`src/hw/rtl/bst_pkg.sv`:
```
// Shared codes and constants for the blower speed trim block.
package bst_pkg;

  // Item kinds carried on in_tuser
  localparam logic [1:0] FUNC_INHALE  = 2'd0;
  localparam logic [1:0] FUNC_EXHALE  = 2'd1;
  localparam logic [1:0] FUNC_CORRECT = 2'd2;
  localparam logic [1:0] FUNC_RELOAD  = 2'd3;

  // Configuration register indexes
  localparam logic [1:0] CFG_TARGET = 2'd0;
  localparam logic [1:0] CFG_BASE   = 2'd1;
  localparam logic [1:0] CFG_LEVEL  = 2'd2;

  localparam int SPEED_W = 16;
  localparam int PRESS_W = 16;
  localparam int FLOW_W  = 32;
  localparam int ERR_W   = PRESS_W + 1;

  localparam logic signed [PRESS_W-1:0] UNSET_MARK   = 16'sd10000;
  localparam logic signed [FLOW_W-1:0]  FLOW_IN_MIN  = 32'sd1000;
  localparam logic signed [FLOW_W-1:0]  FLOW_EX_MAX  = -32'sd1500;
  localparam logic [SPEED_W-1:0]        SPEED_FLOOR  = 16'd5000;
  localparam logic [SPEED_W-1:0]        SPEED_CLAMP  = 16'd25000;
  localparam logic [SPEED_W-1:0]        RELOAD_STEP  = 16'd2000;
  localparam logic [SPEED_W-1:0]        ORDER_GAP    = 16'd1000;
  localparam logic [SPEED_W-1:0]        RELIEF_BASE  = 16'd5000;
  localparam logic [2:0]                LEVEL_MAX    = 3'd4;
  localparam logic signed [ERR_W-1:0]   DEADBAND     = 17'sd10;
  localparam logic signed [PRESS_W-1:0] TARGET_RESET = 16'sd1000;

endpackage

```
`src/hw/rtl/bst_trim.sv`:
```
// One speed trim step: gain times pressure error with deadband and saturation.
module bst_trim import bst_pkg::*; (
  input  logic [SPEED_W-1:0]      speed,
  input  logic signed [ERR_W-1:0] err,
  input  logic                    up,
  output logic [SPEED_W-1:0]      speed_out
);

  localparam int PROD_W = ERR_W + 5;
  localparam int SUM_W  = PROD_W + 2;

  logic signed [PROD_W-1:0] err_x;
  logic signed [PROD_W-1:0] gain30;
  logic signed [PROD_W-1:0] gain20;
  logic signed [SUM_W-1:0]  speed_x;
  logic signed [SUM_W-1:0]  sum;

  assign err_x   = PROD_W'(err);
  assign gain30  = (err_x <<< 5) - (err_x <<< 1);
  assign gain20  = (err_x <<< 4) + (err_x <<< 2);
  assign speed_x = $signed({{(SUM_W-SPEED_W){1'b0}}, speed});

  always_comb begin
    if (err > 0) begin
      if (up) sum = speed_x + SUM_W'(gain30);
      else    sum = speed_x - SUM_W'(gain30);
    end else begin
      sum = speed_x - SUM_W'(gain20);
    end
    if (err > 0 && err < DEADBAND) begin
      speed_out = speed;
    end else if (sum < 0) begin
      speed_out = '0;
    end else if (sum > $signed(SUM_W'({SPEED_W{1'b1}}))) begin
      speed_out = '1;
    end else begin
      speed_out = sum[SPEED_W-1:0];
    end
  end

endmodule

```
`src/hw/rtl/blower_speed_trim_by_pressure.sv`:
```
// Top level of the blower speed trim block: trackers, speed state and stream ports.
//
// Holds four blower speeds (normal, inhale, exhale, relief) and two pressure
// trackers (lowest inhale pressure, highest exhale pressure, 10000 = unset).
// Each input transfer carries a kind on in_tuser: inhale sample, exhale sample,
// correct speeds or reload from configuration. Every input transfer yields
// exactly one result transfer with the four speeds after the item and a flag
// that marks an applied correction. The whole update is a single
// combinational pass from the state registers and the input payload into
// the state and the result register, so a new item is taken every cycle
// while the result side keeps up. The result register is
// refilled in the same cycle it is drained; in_tready drops only while a
// result waits and out_tready is low. Configuration writes are always
// accepted (cfg_ready is tied high) and take effect for the next item.
module blower_speed_trim_by_pressure import bst_pkg::*; (
  input  logic        clk,
  input  logic        rst_n,
  // input stream
  input  logic        in_tvalid,
  output logic        in_tready,
  input  logic [47:0] in_tdata,   // [15:0] pressure, [47:16] flow
  input  logic [1:0]  in_tuser,   // [1:0] func
  // result stream
  output logic        out_tvalid,
  input  logic        out_tready,
  output logic [63:0] out_tdata,  // [15:0] normal_speed, [31:16] inh_speed,
                                  // [47:32] exh_speed, [63:48] relief_speed
  output logic [0:0]  out_tuser,  // [0] corrected
  // configuration writes
  input  logic        cfg_valid,
  output logic        cfg_ready,
  input  logic [1:0]  cfg_index,
  input  logic [15:0] cfg_data
);

  // configuration registers
  logic signed [PRESS_W-1:0] target_r;
  logic [SPEED_W-1:0]        base_r;
  logic [3:0]                level_r;

  // speed and tracker state
  logic [SPEED_W-1:0]        normal_r, normal_nxt;
  logic [SPEED_W-1:0]        inhale_r, inhale_nxt;
  logic [SPEED_W-1:0]        exhale_r, exhale_nxt;
  logic [SPEED_W-1:0]        relief_r, relief_nxt;
  logic signed [PRESS_W-1:0] inh_min_r, inh_min_nxt;
  logic signed [PRESS_W-1:0] exh_max_r, exh_max_nxt;
  logic                      corr_nxt;

  // result register
  logic        out_valid_r;
  logic [63:0] out_data_r;
  logic [0:0]  out_user_r;

  logic                      in_fire;
  logic [1:0]                func;
  logic signed [PRESS_W-1:0] press;
  logic signed [FLOW_W-1:0]  flow;

  assign func  = in_tuser;
  assign press = $signed(in_tdata[15:0]);
  assign flow  = $signed(in_tdata[47:16]);

  // take a new item whenever the result register is empty or being drained
  assign in_tready = !out_valid_r || out_tready;
  assign in_fire   = in_tvalid && in_tready;
  assign cfg_ready = 1'b1;

  assign out_tvalid = out_valid_r;
  assign out_tdata  = out_data_r;
  assign out_tuser  = out_user_r;

  // ---------------- correction path ----------------
  logic signed [ERR_W-1:0] err_exh, err_inh, err_norm;
  logic [SPEED_W-1:0]      exh_trim, inh_trim, norm_trim;
  logic [SPEED_W-1:0]      exh_floor;
  logic [SPEED_W:0]        exh_plus;
  logic                    trackers_set;

  assign err_exh  = ERR_W'(exh_max_r) - ERR_W'(target_r);
  assign err_inh  = ERR_W'(target_r) - ERR_W'(inh_min_r);
  assign err_norm = ERR_W'(target_r) - ERR_W'(press);

  bst_trim u_trim_exh (.speed(exhale_r), .err(err_exh),  .up(1'b0), .speed_out(exh_trim));
  bst_trim u_trim_inh (.speed(inhale_r), .err(err_inh),  .up(1'b1), .speed_out(inh_trim));
  bst_trim u_trim_nrm (.speed(normal_r), .err(err_norm), .up(1'b1), .speed_out(norm_trim));

  assign trackers_set = (inh_min_r != UNSET_MARK) && (exh_max_r != UNSET_MARK);
  assign exh_floor    = (exh_trim < SPEED_FLOOR) ? SPEED_FLOOR : exh_trim;
  assign exh_plus     = {1'b0, exh_floor} + {1'b0, ORDER_GAP};

  // ---------------- reload path ----------------
  logic [SPEED_W:0]   base_plus;
  logic [SPEED_W-1:0] base_clamp;
  logic [2:0]         level_sat;
  logic [16:0]        relief_prod;

  assign base_plus  = {1'b0, base_r} + {1'b0, RELOAD_STEP};
  assign base_clamp = (base_r < SPEED_FLOOR) ? '0 :
                      (base_r > SPEED_CLAMP) ? SPEED_CLAMP : base_r;
  assign level_sat  = (level_r > 4'(LEVEL_MAX)) ? LEVEL_MAX : level_r[2:0];
  // quarter speed of at most 6250 times at most 4 stays below 2^15
  assign relief_prod = base_clamp[SPEED_W-1:2] * level_sat;

  always_comb begin
    normal_nxt  = normal_r;
    inhale_nxt  = inhale_r;
    exhale_nxt  = exhale_r;
    relief_nxt  = relief_r;
    inh_min_nxt = inh_min_r;
    exh_max_nxt = exh_max_r;
    corr_nxt    = 1'b0;
    case (func)
      FUNC_INHALE: begin
        if (inh_min_r == UNSET_MARK ||
            (flow >= FLOW_IN_MIN && press < inh_min_r)) inh_min_nxt = press;
      end
      FUNC_EXHALE: begin
        if (exh_max_r == UNSET_MARK ||
            (flow <= FLOW_EX_MAX && press > exh_max_r)) exh_max_nxt = press;
      end
      FUNC_CORRECT: begin
        if (trackers_set) begin
          corr_nxt    = 1'b1;
          exhale_nxt  = exh_floor;
          relief_nxt  = (relief_r < exh_floor) ? exh_floor - ORDER_GAP : relief_r;
          inhale_nxt  = (inh_trim >= exh_floor) ? inh_trim :
                        exh_plus[SPEED_W] ? '1 : exh_plus[SPEED_W-1:0];
          normal_nxt  = (norm_trim < exh_floor) ? exh_floor : norm_trim;
          inh_min_nxt = UNSET_MARK;
          exh_max_nxt = UNSET_MARK;
        end
      end
      FUNC_RELOAD: begin
        normal_nxt  = base_r;
        inhale_nxt  = base_plus[SPEED_W] ? '1 : base_plus[SPEED_W-1:0];
        exhale_nxt  = (base_r < RELOAD_STEP) ? '0 : base_r - RELOAD_STEP;
        relief_nxt  = relief_prod[SPEED_W-1:0] + RELIEF_BASE;
        inh_min_nxt = UNSET_MARK;
        exh_max_nxt = UNSET_MARK;
      end
      default: begin
      end
    endcase
  end

  // configuration registers; unknown indexes are dropped
  always_ff @(posedge clk) begin
    if (!rst_n) begin
      target_r <= TARGET_RESET;
      base_r   <= '0;
      level_r  <= '0;
    end else if (cfg_valid && cfg_ready) begin
      case (cfg_index)
        CFG_TARGET: target_r <= $signed(cfg_data);
        CFG_BASE:   base_r   <= cfg_data;
        CFG_LEVEL:  level_r  <= cfg_data[3:0];
        default: begin
        end
      endcase
    end
  end

  // speed and tracker state advance on every input transfer
  always_ff @(posedge clk) begin
    if (!rst_n) begin
      normal_r  <= '0;
      inhale_r  <= '0;
      exhale_r  <= '0;
      relief_r  <= '0;
      inh_min_r <= UNSET_MARK;
      exh_max_r <= UNSET_MARK;
    end else if (in_fire) begin
      normal_r  <= normal_nxt;
      inhale_r  <= inhale_nxt;
      exhale_r  <= exhale_nxt;
      relief_r  <= relief_nxt;
      inh_min_r <= inh_min_nxt;
      exh_max_r <= exh_max_nxt;
    end
  end

  // result register: load on input transfer, clear valid once drained
  always_ff @(posedge clk) begin
    if (!rst_n) begin
      out_valid_r <= 1'b0;
    end else if (in_fire) begin
      out_valid_r <= 1'b1;
    end else if (out_tready) begin
      out_valid_r <= 1'b0;
    end
  end

  always_ff @(posedge clk) begin
    if (in_fire) begin
      out_data_r <= {relief_nxt, exhale_nxt, inhale_nxt, normal_nxt};
      out_user_r <= corr_nxt;
    end
  end

  // ---------------- assertions ----------------
  // an applied correction always leaves exhale at the floor or above, inhale and normal not below it
  a_corr_order: assert property (@(posedge clk) disable iff (!rst_n)
    (out_valid_r && out_user_r[0]) |->
      (out_data_r[47:32] >= SPEED_FLOOR && out_data_r[31:16] >= out_data_r[47:32] &&
       out_data_r[15:0] >= out_data_r[47:32]))
    else $error("correction result breaks speed ordering");

  // reload always leaves both trackers unset; an applied correction clears them as well
  a_reload_unset: assert property (@(posedge clk) disable iff (!rst_n)
    (in_fire && func == FUNC_RELOAD) |=>
      (inh_min_r == UNSET_MARK && exh_max_r == UNSET_MARK))
    else $error("trackers not cleared by reload");

  // every input transfer produces a result in the next cycle
  a_result_follows: assert property (@(posedge clk) disable iff (!rst_n)
    in_fire |=> out_valid_r)
    else $error("input transfer without result");

endmodule
```
`config.mk`:
```
export PLATFORM = sky130hd
export DESIGN_NAME = blower_speed_trim_by_pressure
export DESIGN_NICKNAME = d
export VERILOG_FILES = /design/src/hw/rtl/bst_pkg.sv /design/src/hw/rtl/bst_trim.sv /design/src/hw/rtl/blower_speed_trim_by_pressure.sv
export SDC_FILE = /design/constraint.sdc
export NUM_CORES = 1
export LEC_CHECK = 0
export BUFFER_PORTS_ARGS = -buffer_cell sky130_fd_sc_hd__buf_2
export CELL_PAD_IN_SITES_DETAIL_PLACEMENT = 1
export CELL_PAD_IN_SITES_GLOBAL_PLACEMENT = 2
export CORE_UTILIZATION = 41
export CTS_CLUSTER_SIZE = 20
export DETAILED_ROUTE_END_ITERATION = 16
export PLACE_DENSITY_LB_ADDON = 0.1
export SYNTH_ARGS = -nofsm -noshare
export SYNTH_HDL_FRONTEND = slang
export SYNTH_SLANG_ARGS = --single-unit
```
`constraint.sdc`:
```
create_clock -name clk -period 19.1 [get_ports clk]
set_clock_uncertainty 0.1 [all_clocks]
set_input_delay 0.955 -clock clk [delete_from_list [all_inputs] [get_ports clk]]
set_output_delay 0.955 -clock clk [all_outputs]
set_load 0.05 [all_outputs]
```
After elaboration in Yosys (flattened, before gate mapping)
Cells that the tools add are included.
{"block": "totals", "reg_bits": 198, "latchBits": 0, "ram_bits": 0, "romBits": 0, "n_memories": 0}
{"block": "op_classes", "n_addsub": 20, "n_mul": 1, "div": 0, "magnitude_cmp": 24, "n_eq_ne": 12, "n_shift": 0, "n_mux": 38, "bitwise_logic": 0, "reduce_logical": 21}
{"op": "$mux 16", "count": 25}
{"op": "$pmux 16 s2", "count": 4}
{"op": "$pmux 16 s3", "count": 2}
{"op": "$sub 17x22->23", "count": 4}
{"op": "$gt 24x17->1 const B", "count": 3}
{"op": "$lt 24x1->1 const B", "count": 3}
{"op": "$mux 24", "count": 3}
{"op": "$add 21x19->22", "count": 3}
{"op": "$sub 22x18->22", "count": 3}
{"op": "$gt 17x1->1 const B", "count": 3}
{"op": "$lt 17x5->1 const B", "count": 3}
{"op": "$sub 16x16->17", "count": 3}
{"op": "$lt 16x16->1", "count": 3}
{"op": "$add 17x22->23", "count": 2}
{"op": "$eq 16x15->1 const B", "count": 2}
{"op": "$ge 32x11->1 const B", "count": 1}
{"op": "$le 32x12->1 const B", "count": 1}
{"op": "$lt 16x13->1 const B", "count": 2}
{"op": "$ne 16x15->1 const B", "count": 2}
{"op": "$add 16x10->17 const B", "count": 1}
{"op": "$add 16x11->17 const B", "count": 1}
{"op": "$add 16x13->16 const B", "count": 1}
{"op": "$ge 16x16->1", "count": 1}
{"op": "$gt 16x15->1 const B", "count": 1}
{"op": "other kinds (19)", "count": 39}

Longest topological paths before layout
Gate-level depths: netlist (run 1).
{"block": "logic_depth", "depth_word": 15, "depth_mapped": 56}

By module
A second synthesis (run 1) with hierarchy kept.
{"block": "unflattened", "hier_cells": 3679, "hier_area_um2": 28235.8}
{"mod": "blower_speed_trim_by_pressure", "instances": 1, "cells_each": 1897, "area_each_um2": 15517.4}
{"mod": "bst_trim (u_trim_exh ...)", "instances": 2, "cells_each": 584, "area_each_um2": 4199.0}
{"mod": "bst_trim (u_trim_nrm)", "instances": 1, "cells_each": 614, "area_each_um2": 4320.4}

Least setup slack after synthesis (run 1)
OpenSTA, ideal clock, no wires.
{"block": "synth_timing", "path_kind": "flip-flop to flip-flop", "startpoint": "register exh_max_r[0]", "endpoint": "register out_data_r[29] (netlist: out_tdata[29]) (data pin)", "arrival_ps": 9765, "setup_slack_ps": 8976, "path_stages_with_launch": 53, "n_path_buf": 3, "synth_period_minus_slack_ps": 10124, "cell_sequence": "dfxtp_1 -> inv_1 -> ha_1 -> fa_1 -> nand2b_1 -> nand2b_1 -> a21o_1 -> xor2_1 -> inv_1 -> ha_1 -> nand4_1 -> mux2i_1 -> a2bb2oi_1 -> maj3_1 -> a2bb2oi_1 -> o311ai_2 -> xnor2_1 -> ha_1 -> [... 17 more ...] -> a21o_1 -> a21o_1 -> a21o_1 -> a21o_1 -> a21o_1 -> a21o_1 -> a21oi_1 -> nor2b_1 -> o21ai_0 -> nand2b_1 -> a21oi_1 -> o21ai_0 -> nand3_1 -> nand2_1 -> a31o_1 -> buf_6 -> o221a_1 -> a211o_1"}
{"block": "synth_via", "elab_chain_len": 15}
{"item": "start: declaration", "line": "blower_speed_trim_by_pressure.sv:47", "source": "logic signed [PRESS_W-1:0] exh_max_r, exh_max_nxt;"}
{"item": "start signal: assignment", "line": "blower_speed_trim_by_pressure.sv:179", "source": "exh_max_r <= exh_max_nxt;"}
{"item": "$sub 16x16->17", "line": "blower_speed_trim_by_pressure.sv:80", "source": "assign err_exh = ERR_W'(exh_max_r) - ERR_W'(target_r);"}
{"item": "$sub 22x18->22 / $add 21x19->22 (equally long branches)", "line": "bst_trim.sv:19, bst_trim.sv:20"}
{"item": "$sub 17x22->23 (on tied branches)", "line": "bst_trim.sv:26, bst_trim.sv:28"}
{"item": "$mux 24", "line": "bst_trim.sv:24", "source": "if (err > 0) begin"}
{"item": "$gt 24x17->1", "line": "bst_trim.sv:34", "source": "end else if (sum > $signed(SUM_W'({SPEED_W{1'b1}}))) begin"}
{"item": "$mux 16", "line": "bst_trim.sv:34"}
{"item": "$mux 16", "line": "bst_trim.sv:32", "source": "end else if (sum < 0) begin"}
{"item": "$mux 16", "line": "bst_trim.sv:30", "source": "if (err > 0 && err < DEADBAND) begin"}
{"item": "$lt 16x13->1", "line": "blower_speed_trim_by_pressure.sv:89", "source": "assign exh_floor = (exh_trim < SPEED_FLOOR) ? SPEED_FLOOR : exh_trim;"}
{"item": "$mux 16", "line": "blower_speed_trim_by_pressure.sv:89"}
{"item": "$add 16x10->17", "line": "blower_speed_trim_by_pressure.sv:90", "source": "assign exh_plus = {1'b0, exh_floor} + {1'b0, ORDER_GAP};"}
{"item": "$mux 16", "line": "blower_speed_trim_by_pressure.sv:128", "source": "exh_plus[SPEED_W] ? '1 : exh_plus[SPEED_W-1:0];"}
{"item": "$mux 16", "line": "blower_speed_trim_by_pressure.sv:127", "source": "inhale_nxt = (inh_trim >= exh_floor) ? inh_trim :"}
{"item": "$mux 16 (*)", "line": "blower_speed_trim_by_pressure.sv:123", "source": "if (trackers_set) begin"}
{"item": "$pmux 16 s2 (*)", "line": "blower_speed_trim_by_pressure.sv:113", "source": "case (func)"}
{"item": "net inhale_nxt[13]", "line": "blower_speed_trim_by_pressure.sv:43", "source": "logic [SPEED_W-1:0] inhale_r, inhale_nxt;"}
{"item": "end signal: assignment", "line": "blower_speed_trim_by_pressure.sv:196", "source": "out_data_r <= {relief_nxt, exhale_nxt, inhale_nxt, normal_nxt};"}
{"item": "end: declaration", "line": "blower_speed_trim_by_pressure.sv:52", "source": "logic [63:0] out_data_r;"}
Mark *: on every way through the listed nets, which the timed path passes. The rest lies on a longest branch.
A chain may end at the register's enable or synchronous reset.

Worst setup path in the final report (run 1)
{"block": "layout_timing", "startpoint": "register exh_max_r[0]", "endpoint": "register out_data_r[31] (netlist: out_tdata[31]) (data pin)"}
The elaborated chain is that of the path after synthesis.

==> results of run 1 <==
==> report_power, final <==
group          switching (uW)  total, uW  leakage (uW)  internal, uW
combinational            1900       2930        0.0106          1030
sequential               50.3        542       0.00174           492
clock                     201        381      0.000287           180
total                    2150       3850        0.0127          1700
==> kinds of logic (layout without fill, tap and decap cells) <==
group	Yosys count	after routing	share of synthesized area, %
AOI/OAI and AO/OA	1057	1057	27.6
xor gates and xnor gates	186	186	6.44
adders and majority gates	382	382	19.8
buffers and inverters	408	492	6.18
DFF	198	198	17.8
muxes	55	55	2.16
other	2	3	0.0290
and+or+nand+nor	1062	1062	20.0
==> worst max-delay path, delay by kind of cell (launching register included) <==
family                     cells  cell delay, ns
AOI/OAI and AO/OA             25            6.04
xor gates and xnor gates       2            0.56
adders and majority gates      6            1.97
buffers and inverters          3            0.53
DFF                            1            0.40
muxes                          1            0.17
and+or+nand+nor               13            2.57
==> cell usage after synthesis (12+ instances only) <==
cell type	n
nand2_1	333
ha_1	332
inv_1	268
a21oi_1	245
nor2_1	233
o21ai_0	210
dfxtp_1	133
xnor2_1	116
clkbuf_1	97
a21o_1	95
nor3_1	85
nand3_1	80
xor2_1	66
edfxtp_1	65
o21a_1	63
fa_1	47
mux2i_1	47
a31oi_1	46
o211ai_1	46
nand2b_1	45
nor2b_1	40
nor4_1	36
nand4_1	34
a211oi_1	31
and2_1	31
and3_1	30
o21bai_1	27
o31ai_1	24
or2_2	24
or3_1	24
a21boi_0	18
o22ai_1	18
a22oi_1	17
buf_2	16
a221o_1	14
a221oi_1	14
o21ai_1	14
o31a_1	14
a211o_1	13
o221ai_1	12
==> registers in the layout, summed over array words and instances, names as in the netlist <==
| signal | cells |
|---|---|
| out_tuser | 1 |
| exhale_r | 16 |
| base_r | 16 |
| out_tvalid | 1 |
| out_tdata | 64 |
| level_r | 4 |
| exh_max_r | 16 |
| target_r | 16 |
| relief_r | 16 |
| inhale_r | 16 |
| normal_r | 16 |
| inh_min_r | 16 |
==> worst max-delay path by stage <==
stage | end | cells after the start | startpoint
finish | out_tdata[31] | 50 | exh_max_r[0]
global route | relief_r[7] | 42 | exh_max_r[0]
CTS | relief_r[7] | 41 | exh_max_r[0]
detailed placement | relief_r[7] | 41 | exh_max_r[0]
global placement | relief_r[7] | 38 | exh_max_r[0]
floorplan | out_tdata[29] | 52 | exh_max_r[0]
==> per-stage QoR <==
stage | cells | util [%] | hold slack, ns | setup WS [ns]
2_1_floorplan | 3351 | - | 0.345 | 8.98
3_5_place_dp | 4240 | 44.3 | 0.373 | 6.72
3_3_place_gp | 4240 | 44.3 | 0.360 | 6.95
6_report | 4272 | 45.2 | 0.392 | 6.52
4_1_cts | 4272 | 45.2 | 0.395 | 6.64
5_1_grt | 4272 | 45.2 | 0.420 | 5.61
==> layout make-up <==
cell class	instances	share of cell area [%]
timing repair buffer	184	3.68
clock buffer	19	1.61
clock inverter	13	0.486
sequential	198	16.4
inverter	276	3.71
multi-input combinational	2745	70.3
tap	837	3.73
==> routing by layer <==
metal  GRT usage, %  up-vias  wire [um]
met5              0        -         11
met4           15.5        2       4920
li1               -    12342          -
met3           5.83      228       7440
met2           55.7      911      50000
met1           45.0    13182      49000
==> cell usage in the layout (no fill, tap or decap), types with 14 or more instances in the layout <==
master and instances:
a211oi_1 30, nand3_1 80, or2_2 24, nand4_1 34, buf_4 45, nor2b_1 40
and3_1 30, clkbuf_16 17, o21ai_0 210, nor3_1 85, a31oi_1 46, a22oi_1 17
fa_1 47, or3_1 24, o211ai_1 46, dfxtp_1 133, a21o_1 95, and2_1 31
a221o_1 14, nor4_1 36, o21bai_1 27, o21ai_1 14, o31a_1 14, a21boi_0 18
nand2_1 333, a221oi_1 14, xnor2_1 116, edfxtp_1 65, a21oi_1 245, nor2_1 232
buf_2 139, xor2_1 66, o21a_1 63, o31ai_1 23, mux2i_1 47, nand2b_1 45
o22ai_1 18, ha_1 332, inv_1 267
==> metrics.txt, run 1 <==
layout cells sized above 1=9.23%; Initial DRT Pass Iterations=5; Layout area overhead=8.22%; worst-path maximum fanout=22; Peak Freq=79.5 MHz; Port Buf Inserts=139; vias post-DR=26665; Max rail drop VDD=86.3 uV; Final Cell Area=28100 um^2; Yosys warning count=0; clk buf depth=2; Post-Syn Instances=3350; power density cells=137 nW/um^2; initial DRC count=1861; register area share after synthesis=17.8%; worst slew pin tran=1.24 ns; Area contributors post-synth=ha_1, dfxtp_1, edfxtp_1, nand2_1, a21oi_1; vias in the first global route=27291; most frequent cell on the critical path=a21o_1; critical path's slowest cell=or3_1; gp weighted congestion=0.990; die height=253 um; status=finished clean; post-synthesis cell type count=124; cell area after synthesis=25900 um^2; Post-DRT Antenna Nets=0; Overall Global Routing Usage=34.6%; Starting Density=41.8%; Mean Syn Cell Area=7.74 um^2; max-slew violations=0; first-pass GRT wire length=167000 um; setup_tns=0 ns; Synth area leader=ha_1; Final Critical Period=12.58 ns; hold_sp=base_r[6]; crit path kind=register to register; drt total wl=111000 um; Leakage=0.0127 uW; CTS tree=built; area of the multi-input gates=19700 um^2; startpoint type of the worst setup path=register; # IOs=141; Resize count post-CTS=0; DRC viols=0; worst endpoint required time=19.28 ns; Synth Flop Type=dfxtp_1; die area=64300 um^2; Worst R2R End=out_tdata[31]; Clock Tree Root=clkbuf_16; Worst Setup End Kind=register; wire per inst=26.1 um; Nets=3874; R2R Path Start=exh_max_r[0]; vias per inst=6.24; Hold Fails Final Rpt=0; Hold Buf Count CTS=0; Hold EP=base_r[6]; clk slew on worst S/H paths=0.09 ns; Clk Latency, worst-skew pair=0.52 ns; DP Area=27500 um^2; reg-to-reg slack, setup=6.52 ns; number of setup buffers added after CTS=0; core area=62100 um^2; fillcell total=7690; htree depth=4; EDFF count, synth=65; Die Wd=253 um; top-area cell type share of the netlist area=16.0%; FF-to-FF path depth=50; CP max stage delay=0.77 ns; Final setup violation count=0; Inserted Diodes=0; worst path arrival time=12.76 ns; Total Power=3850 uW; gr ovfl total=0; FF/Latch Area=4610 um^2; largest net degree at the start of global routing=75; DP HPWL=91200 um; Num Clock Sinks=198; Rel. slew slack=17.0%; Hold Path Depth=2; Core Rows=91; Final period util=65.9%; RSZ-0062 raised after global routing=false; Inserted Clock Buffers=17; max_cap viols=0; Post-synth ARST share=0%; Yosys reg bits=198; initial antenna violation count=1; Min-Delay Path Class=register to register
Note: power is estimated with default switching activity, not from simulation.
==> inputs of run 2 (changes only) <==
Settings changed: ABC_AREA set to 1, CORE_UTILIZATION 41 to 32.
Clock period 19.1 ns to 11.24 ns, I/O delays scaled along.
==> run 2 against run 1 <==
  * Sequential cell count stayed put
  * Total power is 150% higher
  * First-iteration DRC count is 22% lower
  * Area after synthesis is 1.5% higher
  * Clock-buffer cell count stayed put
  * Via count is 2.8% higher
  * Fmax is 23% higher
  * Critical endpoint is now out_tdata[27]
  * Highest routed layer unchanged
==> metrics.txt, run 2 <==
status=finished clean; CTS tree=built; htree depth=4; final worst setup slack=1.04 ns; Synth area leader=ha_1; max reg flops=64; DP HPWL=90800 um; Post-DRT Antenna Nets=0; DRC viols=0; Worst setup endpoint=out_tdata[27]; max_cap viols=0; RSZ-0062 raised after global routing=false; die area=83400 um^2; worst path arrival time=10.40 ns; Overall Global Routing Usage=26.7%; FF-to-FF path depth=57; largest net degree at the start of global routing=88; Area contributors post-synth=ha_1, nand2_1, dfxtp_1, inv_1, edfxtp_1; gr ovfl total=0; Rel. slew slack=26.9%; Initial DRT Pass Iterations=6; top-area cell type share of the netlist area=15.8%; Core Rows=104; vias in the first global route=27982; Worst Setup End Kind=register; Mean Syn Cell Area=6.50 um^2; Min-Delay Path Class=input port to register; worst slew pin tran=1.09 ns; Crit path depth=57; hold_sp=cfg_data[9]; FF/Latch Area=4610 um^2; Yosys warning count=0; Port Buf Inserts=139; drt total wl=110000 um; CP Buf/Inv Count=8; Inserted Clock Buffers=17; first-pass GRT wire length=170000 um; initial antenna violation count=1; # IOs=141; reg-to-reg slack, setup=1.04 ns; R2R Path Start=exh_max_r[0]; commonest cells after routing, fill and taps aside=nand2_1, inv_1, a21oi_1; Post-Syn Instances=4046; Worst R2R End=out_tdata[27]; top post-synthesis cells by count=nand2_1, inv_1, a21oi_1, ha_1, o21ai_0; critical path's slowest cell=a21oi_1; Die Wd=289 um; crit path kind=register to register; power density cells=331 nW/um^2; core area=80900 um^2; Max rail drop VDD=183 uV; number of setup buffers added after CTS=0; Clock Tree Root=clkbuf_16; gp weighted congestion=0.890; most common cell in the netlist=nand2_1; worst endpoint required time=11.44 ns; Final period util=90.8%; fillcell total=10639; clk buf depth=2; CP max stage delay=0.49 ns; area of the multi-input gates=18600 um^2; Hold Fails Final Rpt=0; Setup crit start=exh_max_r[0]; Final setup violation count=0; Final Critical Period=10.20 ns; Synth Flop Type=dfxtp_1; layout cells sized above 1=8.31%; Layout area overhead=9.74%; combinational share of power=82.3%; Starting Density=32.5%; worst-path maximum fanout=16; max-slew violations=0; post-synthesis cell type count=69; vias per inst=5.25; vias post-DR=27423; sw frac=60.9%; Total Power=9560 uW; register area share after synthesis=17.5%; Num Clock Sinks=198; initial DRC count=1446; most frequent cell on the critical path=nand2_1; commonest non-fill, non-tap cell in the layout=nand2_1; clk slew on worst S/H paths=0.10 ns; post-place setup slack=1.02 ns; Clk Latency, worst-skew pair=0.54 ns; register share of total power=10.2%; Int Power=3740 uW; Leakage=0.0147 uW; delay-heaviest family, CP=simple AND/OR/NAND/NOR gates; clock power share=7.5%; setup_tns=0 ns; Yosys reg bits=198; Nets=4601; die height=289 um; Post-synth ARST share=0%; wire per inst=21.0 um; Psw=5820 uW; EDFF count, synth=65; Peak Freq=98.0 MHz; Hold Buf Count CTS=0; cell area after synthesis=26300 um^2; startpoint type of the worst setup path=register
run 2: changes by cell type after synthesis, moves of 69 or more:
cell / delta
a21o_1: -83
a21oi_1: +105
inv_1: +408
nand2_1: +529
nand3_1: +171
o21ai_0: +69
xnor2_1: -71
run 2: what timing repair did:
item | in CTS | in global routing
endpoints found under the hold margin | 0 | 0
gates resized for setup | 0 | 1
setup endpoints to repair | 0 | 6
run 2: how the worst min path moves through the flow:
stage                             end  slack (ns)  cells after the start
after floorplan            level_r[3]        0.34                      2
after global placement     level_r[2]        0.36                      2
after detailed placement   level_r[2]        0.36                      2
after CTS                 target_r[9]        0.23                      3
after global routing      target_r[9]        0.24                      3
final                     target_r[9]        0.24                      3
run 2: tightest hold or removal path, stage by stage:
cell      delay (ns)
buf_2           0.13
nand2_1         0.06
o211ai_1        0.07
run 2: through the flow:
step	util (%)	std cells	hold WS, ns	instance area [um^2]
after global placement	34.9	5190	0.363	28200
after global routing	35.7	5222	0.245	28900
after floorplan	-	4047	0.338	26300
after CTS	35.7	5222	0.232	28900
after detailed placement	34.9	5190	0.362	28200
final	35.7	5224	0.244	28900
run 2: logic make-up (layout without fill, tap and decap cells):
kind of cell,after synthesis,after routing,synth area share [%]
compound gates,874,874,18.8
xor+xnor,160,160,5.35
fa+ha+maj,379,379,19.4
buf+inv,801,916,11.7
flops,198,198,17.5
other cells,2,5,0.0285
simple gates,1632,1632,27.3
run 2: metal layers:
metal,up-vias,part of all wire [%],track usage (%),wire (um)
met2,431,47,44.9,51300
met3,73,2.8,2.31,3080
met5,-,0.015,0,16
met4,2,1.4,5.39,1550
met1,13317,49,36.9,53600
li1,13600,-,-,-
run 2: layout make-up:
type	instances	share of cell area, %
Antenna cell	2	0.0173
Inverter	706	9.22
Tap cell	1060	4.59
Sequential cell	198	16.0
Clock buffer	19	1.61
Timing Repair Buffer	178	3.43
Multi-Input combinational cell	3048	64.6
Clock inverter	13	0.602
run 2: power by group through the flow:
stage	registers, uW	clock network, uW	logic [uW]
2_1_floorplan	1130	0	5290
3_3_place_gp	991	0	7830
3_5_place_dp	989	0	7840
4_1_cts	974	726	7880
5_1_grt	984	750	8800
6_report	973	715	7870
==> inputs of run 3 (changes only) <==
--- a/config.mk
+++ b/config.mk
@@ -9,2 +9,3 @@
 export BUFFER_PORTS_ARGS = -buffer_cell sky130_fd_sc_hd__buf_2
+export CAP_MARGIN = 25
 export CELL_PAD_IN_SITES_DETAIL_PLACEMENT = 1
==> constraint.sdc (replaced) <==
create_clock -name clk -period 11.24 [get_ports clk]
set_clock_uncertainty 0.1 [all_clocks]
set_input_delay 2.81 -clock clk [delete_from_list [all_inputs] [get_ports clk]]
set_output_delay 2.81 -clock clk [all_outputs]
set_load 0.05 [all_outputs]
==> run 3 against run 2 <==
  * Final cell count increased by 0.36%
  * Sequential share of layout area decreased by 0.076 points
  * Hold slack improved by 0.12 ns
  * Cell area increased by 0.48%
  * Core utilization increased by 0.17 points
  * Sequential cell count unchanged
  * Sequential power about the same
  * Combinational power increased by 2%
  * Setup slack got worse by 0.23 ns
==> metrics.txt, run 3 (synthesis results as in run 2) <==
status=finished clean; power density cells=333 nW/um^2; vias per inst=5.17; Top Metal Used=met4; Core Rows=104; worst slew pin tran=0.995 ns; reg-to-reg slack, setup=0.98 ns; crit path kind=input port to register; most frequent cell on the critical path=nand2_1; Rel. slew slack=32.8%; sw frac=60.5%; largest net degree at the start of global routing=82; initial DRC count=1364; die height=289 um; Layout area overhead=10.3%; Psw=5850 uW; first-pass GRT wire length=166000 um; clock power share=7.1%; htree depth=4; Final setup violation count=0; max reg flops=64; Final Critical Period=10.43 ns; gp weighted congestion=0.883; Nets=4621; critical path's slowest cell=a2111oi_4; commonest non-fill, non-tap cell in the layout=nand2_1; Hold Buf Count CTS=0; clk slew on worst S/H paths=0.08 ns; worst endpoint required time=11.57 ns; gr ovfl total=0; clk buf depth=2; Worst setup endpoint=normal_r[10]; layout cells sized above 1=8.68%; vias in the first global route=27434; vias post-DR=27091; Post-DRT Antenna Nets=0; Inserted Clock Buffers=17; R2R Path Start=exh_max_r[0]; CP max stage delay=0.42 ns; WL met2=50200 um; Final period util=92.8%; Starting Density=32.5%; Die Wd=289 um; core area=80900 um^2; Num Clock Sinks=198; RSZ-0062 raised after global routing=false; register share of total power=10.1%; worst-path maximum fanout=16; Hold Fails Final Rpt=0; DRC viols=0; wire per inst=20.7 um; setup_tns=0 ns; initial antenna violation count=1; Hold Slack=0.367 ns; # IOs=141; worst path arrival time=10.76 ns; FF-to-FF path depth=58; startpoint type of the worst setup path=input port; routed wl met3=3140 um; Initial DRT Pass Iterations=5; DP HPWL=90600 um; die area=83400 um^2; Peak Freq=95.8 MHz; Leakage=0.0148 uW; Worst Setup End Kind=register; Setup crit start=in_tdata[2]; commonest cells after routing, fill and taps aside=nand2_1, inv_1, a21oi_1; Clock Tree Root=clkbuf_16; Int Power=3820 uW; combinational share of power=82.8%; drt total wl=109000 um; Min-Delay Path Class=register to register; Clk Latency, worst-skew pair=0.51 ns; max_cap viols=0; Port Buf Inserts=139; Max rail drop VDD=180 uV; wl on met1=52900 um; max-slew violations=0; Worst R2R End=inhale_r[14]; Overall Global Routing Usage=26.2%; CTS tree=built
==> run 3: worst min-delay path by stage <==
stage | start | end | slack (ns) | cells past startpoint
floorplan | level_r[3] | level_r[3] | 0.34 | 2
global placement | level_r[3] | level_r[3] | 0.36 | 2
detailed placement | level_r[3] | level_r[3] | 0.36 | 2
CTS | level_r[3] | level_r[3] | 0.37 | 2
global route | level_r[2] | level_r[2] | 0.41 | 2
finish | level_r[3] | level_r[3] | 0.37 | 2
==> run 3: final cells by class <==
cell class / instances / area [um^2]
Antenna cell: 1 / 2.50
Clock buffer: 19 / 433
Clock inverter: 13 / 185
Fill cell: 10524 / 51900
Inverter: 706 / 2660
Multi-Input combinational cell: 3048 / 18700
Sequential cell: 198 / 4610
Tap cell: 1060 / 1330
Timing Repair Buffer: 198 / 1140
==> run 3: power by group through the flow <==
stage          registers (uW)  logic (uW)  clock network (uW)
2_1_floorplan            1130        5290                   0
3_3_place_gp              991        7930                   0
3_5_place_dp              990        7960                   0
4_1_cts                   975        8000                 701
5_1_grt                   984        8920                 720
6_report                  973        8010                 688
==> run 3: layer usage <==
metal	track usage, %	up-vias
met2	43.9	395
met1	35.9	12941
met5	0	-
met3	2.04	97
met4	6.82	0
li1	-	13658
==> run 3: metrics by stage <==
| stage | instance area (um^2) | worst slack, ns | instances | utilization, % | total power, uW |
|---|---|---|---|---|---|
| final | 29000 | 0.806 | 5243 | 35.9 | 9670 |
| after global routing | 29000 | 0.0219 | 5242 | 35.9 | 10600 |
| after detailed placement | 28400 | 0.193 | 5209 | 35.1 | 8950 |
| after global placement | 28400 | 0.576 | 5209 | 35.1 | 8920 |
| after floorplan | 26300 | 1.43 | 4047 | - | 6430 |
| after CTS | 29000 | 0.708 | 5241 | 35.8 | 9670 |
==> run 3: timing repair <==
| action | 4_1_cts | 5_1_grt |
|---|---|---|
| setup buffers | 0 | 1 |
| endpoints found under the setup margin | 0 | 33 |
| resized for setup | 0 | 2 |
==> run 3: critical path, delay by kind of cell <==
family / cells / cell delay, ns
AOI/OAI and AO/OA: 14 / 2.91
xor gates and xnor gates: 2 / 0.22
adders and majority gates: 4 / 1.41
buffers and inverters: 6 / 1.00
and+or+nand+nor: 19 / 2.40
